===== src/rtl/smf_cell.sv =====
// One cell of the sorted insertion chain: holds one sample and shifts up
// when a smaller sample is inserted below it. Depends on nothing.
module smf_cell #(
  parameter int SAMPLE_WIDTH = 16
) (
  input  logic                    clk,
  input  logic                    insert_en,
  input  logic                    occupied,
  input  logic [SAMPLE_WIDTH-1:0] sample,
  input  logic                    prev_gt,
  input  logic [SAMPLE_WIDTH-1:0] prev_value,
  output logic                    gt,
  output logic [SAMPLE_WIDTH-1:0] value
);

  logic [SAMPLE_WIDTH-1:0] value_r;
  logic [SAMPLE_WIDTH-1:0] value_nxt;

  assign gt    = !occupied || (value_r > sample);
  assign value = value_r;

  always_comb begin
    value_nxt = value_r;
    if (insert_en && gt) begin
      value_nxt = prev_gt ? prev_value : sample;
    end
  end

  always_ff @(posedge clk) begin
    value_r <= value_nxt;
  end

endmodule


===== config.mk =====
export PLATFORM = sky130hd
export DESIGN_NAME = smf_cell
export DESIGN_NICKNAME = d
export VERILOG_FILES = /design/src/rtl/smf_cell.sv
export SDC_FILE = /design/constraint.sdc
export NUM_CORES = 1
export LEC_CHECK = 0
export ABC_AREA = 1
export BUFFER_PORTS_ARGS = -buffer_cell sky130_fd_sc_hd__buf_2
export CAP_MARGIN = 5
export CORE_UTILIZATION = 43
export CTS_BUF_LIST = sky130_fd_sc_hd__clkbuf_8
export CTS_CLUSTER_DIAMETER = 120
export DETAILED_ROUTE_END_ITERATION = 16
export GPL_TIMING_DRIVEN = 0
export PLACE_DENSITY_LB_ADDON = 0.2
export SETUP_SLACK_MARGIN = 0.02
export SLEW_MARGIN = 20
export SYNTH_ARGS = -nofsm -noshare
export SYNTH_HDL_FRONTEND = slang
export SYNTH_SLANG_ARGS = --single-unit

===== constraint.sdc =====
create_clock -name clk -period 2.25 [get_ports clk]
set_clock_uncertainty 0.15 [all_clocks]
set_input_delay 0.1125 -clock clk [delete_from_list [all_inputs] [get_ports clk]]
set_output_delay 0.1125 -clock clk [all_outputs]
set_load 0.01 [all_outputs]

=== Word-level counts from Yosys, hierarchy flattened ===
Cells that the tools add are included.

* Flip-flop bits (word level): 16
* Bits in latches: 0
* RAM bits: 0
* Memory bits (read-only): 0
* Bits of input ports: 36
* Output and inout port bits: 17
* Word-level logic and storage cells: 6
* Memories kept: 0

* Add/sub/neg operators: 0
* Multiply operators: 0
* Div/mod/pow operators: 0
* Magnitude comparators: 1
* Equality and inequality tests: 0
* Shift-type cells: 0
* Muxes and demuxes: 1
* Bitwise gates (word level): 0
* Reduce and logical (&&, ||, !) cells: 3

{| class="wikitable"
|+ Operators with widths
! cell !! count
|-
| $gt 16x16->1 || 1
|-
| $mux 16 || 1
|-
| $logic_and 1x1->1 || 1
|-
| $logic_not 1->1 || 1
|-
| $logic_or 1x1->1 || 1
|}

=== Depth between registers and ports, before layout ===
* Depth in word-level cells: 3
* Depth in mapped cells: 13
* Mapped depth without buffers: 13

=== Least setup slack after synthesis ===
No wires, ideal clock.

* Path kind: reg2reg
* From: reg value_r[15], in the netlist value[15]
* To: reg value_r[0], in the netlist value[0] (enable)
* Setup time: 0.378 ns
* Arrival time: 1.707 ns
* Required time: 1.722 ns
* Slack: 0.015 ns
* Stages on the path, launching flop included: 8
* Buffers on the path: 0
* Period minus slack after synthesis: 2.235 ns
* Path through: edfxtp_1 ha_1 nand2_2 nor3_2 nand2_1 nand2_1 nand2_2 a21oi_2

* Cells in the longest elaborated chain, start to end: 3

{| class="wikitable"
|+ RTL lines
! item !! RTL line !! text
|-
| from (decl) || 16 || <nowiki>logic [SAMPLE_WIDTH-1:0] value_r;</nowiki>
|-
| from (signal assigned) || 30 || <nowiki>value_r <= value_nxt;</nowiki>
|-
| $gt 16x16->1 || 19 || <nowiki>assign gt = !occupied || (value_r > sample);</nowiki>
|-
| $logic_or 1x1->1 || 19 ||
|-
| $logic_and 1x1->1 || 24 || <nowiki>if (insert_en && gt) begin</nowiki>
|}

Every way passes these cells.
A chain may end at the register's enable or synchronous reset.

=== Worst setup path in the final report ===
* From: reg value_r[7], in the netlist value[7]
* To: reg value_r[5], in the netlist value[5] (enable)

The elaborated chain is that of the path after synthesis.

==> run summary <==
Status: complete, no violations
Post-synth top area share: 43.9%
Largest net degree at the start of global routing: 17
Reg clk slew, reported paths: 0.07 ns
Count of final setup violators: 0
Register Area: 480 um2
Data required time of the worst path: 2.06 ns
Ys Warns: 0
Routed wl met3: 114 um
Final Net Count: 242
FP Rows: 17
CP top delay family: simple AND/OR/NAND/NOR gates
CP dominant cell by count: nand2_1
Num CTS Buffers: 3
Share of layout cells above drive strength 1: 33.9%
FF+latch count, synth: 16
Switching share of power: 28.0%
Pwr Density: 523 nW/um2
RSZ-0062 raised after global routing: false
CTS tree: built
CP Max Fanout: 15
Final core occ: 67.1%
Routed WL: 2410 um
Final worst path period share: 89.7%
Crit. Startpoint: value[7]
Die ar.: 2750 um2
Share of the yosys chip area belonging to registers: 43.9%
Max_cap viols: 0
Fin. Hold Viols: 0
Max reg flops: 16
Initial antenna violation count: 0
Die W: 52.4 um
Synth-to-Final Area Change: 41.0%
Clock sinks: 16
Count leader, synth: nand2_1
Die height: 52.4 um
Internal cell power: 580 uW
Max Root-Sink Buffers: 2
WP buf/inv: 1
Critical Path Source Type: flop
Worst setup margin: 0.233 ns
Final GP Congestion: 0.737
Slowest CP cell: edfxtp_1
Number of flops mapped to enable cells by yosys: 16
CP Capture Type: flop
Final Max Slew Viols: 0
Synth Area per Inst: 8.82 um2
Fillers: 193
Fin crit period: 2.02 ns
Logic pwr share: 26.4%
Synth Flop Type: edfxtp_1
Fin Setup TNS: 0 ns
Reg-to-Reg Start: value[7]
Detail Route Antenna Nets: 0
GRT Total Usage: 19.1%
Netlist cell types: 17
Cts repair resizes: 0
Detail Placement HPWL: 1810 um
Most frequent cells after synthesis: nand2_1, inv_1, edfxtp_1, ha_1, o21ai_0
Fin cells: 217
Synthesized instance count: 124
NetSw: 225 uW
GRT overflow: 0
Highest Signal Layer: met4
Met2 WL: 1280 um
Async S/R FF share, synth: 0%
Worst-Skew Late Latency: 0.25 ns
Port bufs: 52
First-pass DRT Iterations: 4
CTS H-Tree Depth: 1
Worst IR Drop VDD: 403 uV
Multi-input gate area: 529 um2
Pre-CTS WS: 0.0583 ns
Top post-synthesis cells by area: edfxtp_1, ha_1, nand2_1
Hold WC Path Type: input port to flop
Via Count: 1027
Mapped Nets: 176
Max transition margin: 72.0%
Wire per inst: 11.1 um
Clock network power share: 27.6%
N_diodes: 0
I/O pins: 53
Power Total: 806 uW
Starting Density: 47.6%
Placed cells: 204
Hold Startpoint: prev_value[15]
Metal-1 WL: 997 um
CP peak stage delay: 0.39 ns
Slew of the pin with the lowest slew margin: 0.420 ns
Crit path DAT: 1.83 ns
Syn Std Cell Area: 1090 um2
Core ar.: 2300 um2
Largest area contributor in the netlist: edfxtp_1
P_leak: 0.804 nW
FMAX: 496 MHz
Via count of the first global-routing pass: 965
First-pass GRT wire length: 3800 um
Crit path cell chain: ha_1 > nand2_1 > nor2_2 > nand2_1 > nand2_1 > nand2_1 > nand2_1 > nand2_2 > a21oi_4 > buf_12
Initial DRC Count: 6
CTS root buf: clkbuf_8
Reg power frac: 46.0%
Residual DRC: 0
Vias/cell: 4.73
CP Class: flop to flop
-- stage by stage --
| step | hold WS (ns) | cell area (um2) |
|---|---|---|
| floorplan | 0.146 | 1100 |
| global placement | 0.234 | 1400 |
| detailed placement | 0.244 | 1400 |
| CTS | 0.00400 | 1520 |
| global route | 0.0245 | 1540 |
| finish | 0.00195 | 1540 |
-- placed cells by master (no fill, tap or decap) --
cell,synthesis,final
nand2_2,2,2
o21ai_0,16,16
clkbuf_8,0,3
a21oi_1,5,5
ha_1,16,16
nor2_2,1,1
nor3_2,1,1
a21oi_4,0,1
mux2_2,1,1
nand3_1,2,2
dlygate4sd3_1,0,8
edfxtp_1,16,16
a21o_1,1,1
nand2_1,32,32
nor2_1,4,4
clkinv_1,0,1
buf_2,1,53
clkbuf_1,2,2
buf_12,0,1
nand4_1,1,1
inv_1,21,21
a21oi_2,2,1
-- worst paths after layout --
check                   end  slack (ns)  cells past startpoint
setup / recovery   value[5]        0.23                     10
hold / removal    value[15]       0.002                      3
setup reg to reg   value[5]        0.23                     10
hold reg to reg    value[1]        0.93                      6
-- kinds of logic (layout without fill, tap and decap cells) --
kind of cell / Yosys count / count (layout) / synth area share [%]
AO/OA/AOI/OAI: 24 / 24 / 11.9
adder cells (fa/ha/maj): 16 / 16 / 18.3
buffers and inverters: 24 / 89 / 8.35
flip-flops: 16 / 16 / 43.9
multiplexers: 1 / 1 / 1.03
AND/OR/NAND/NOR: 43 / 43 / 16.5
-- final cells by class --
type	instances	share of cell area [%]
Clock buffer	3	2.68
Buffer	3	0.812
Sequential cell	16	31.2
Timing Repair Buffer	61	23.4
Tap cell	28	2.27
Inverter	21	5.11
Multi-Input combinational cell	84	34.3
Clock inverter	1	0.244
-- what timing repair did --
action,CTS,global route
hold buffers,8,0
buffers inserted,0,1
hold endpoints to repair,8,0
endpoints found under the setup margin,0,16
-- tightest hold or removal path, delay by kind of cell --
kind | cells | cell delay (ns)
AOI/OAI and AO/OA | 1 | 0.07
and+or+nand+nor | 1 | 0.04
buffers and inverters | 1 | 0.07
-- routing by layer --
metal | track usage, % | up-vias
li1 | - | 544
met1 | 20.6 | 450
met2 | 36.3 | 31
met3 | 2.90 | 2
met4 | 7.89 | 0
met5 | 0 | -
-- power by group through the flow --
stage	Combinational, mW	Clock, mW	Sequential (mW)
3_3_place_gp	0.191	0	0.376
3_5_place_dp	0.196	0	0.377
2_1_floorplan	0.106	0	0.388
6_report	0.213	0.222	0.370
4_1_cts	0.208	0.226	0.371
5_1_grt	0.243	0.235	0.373
No activity file was read; power rests on OpenSTA's default activity.
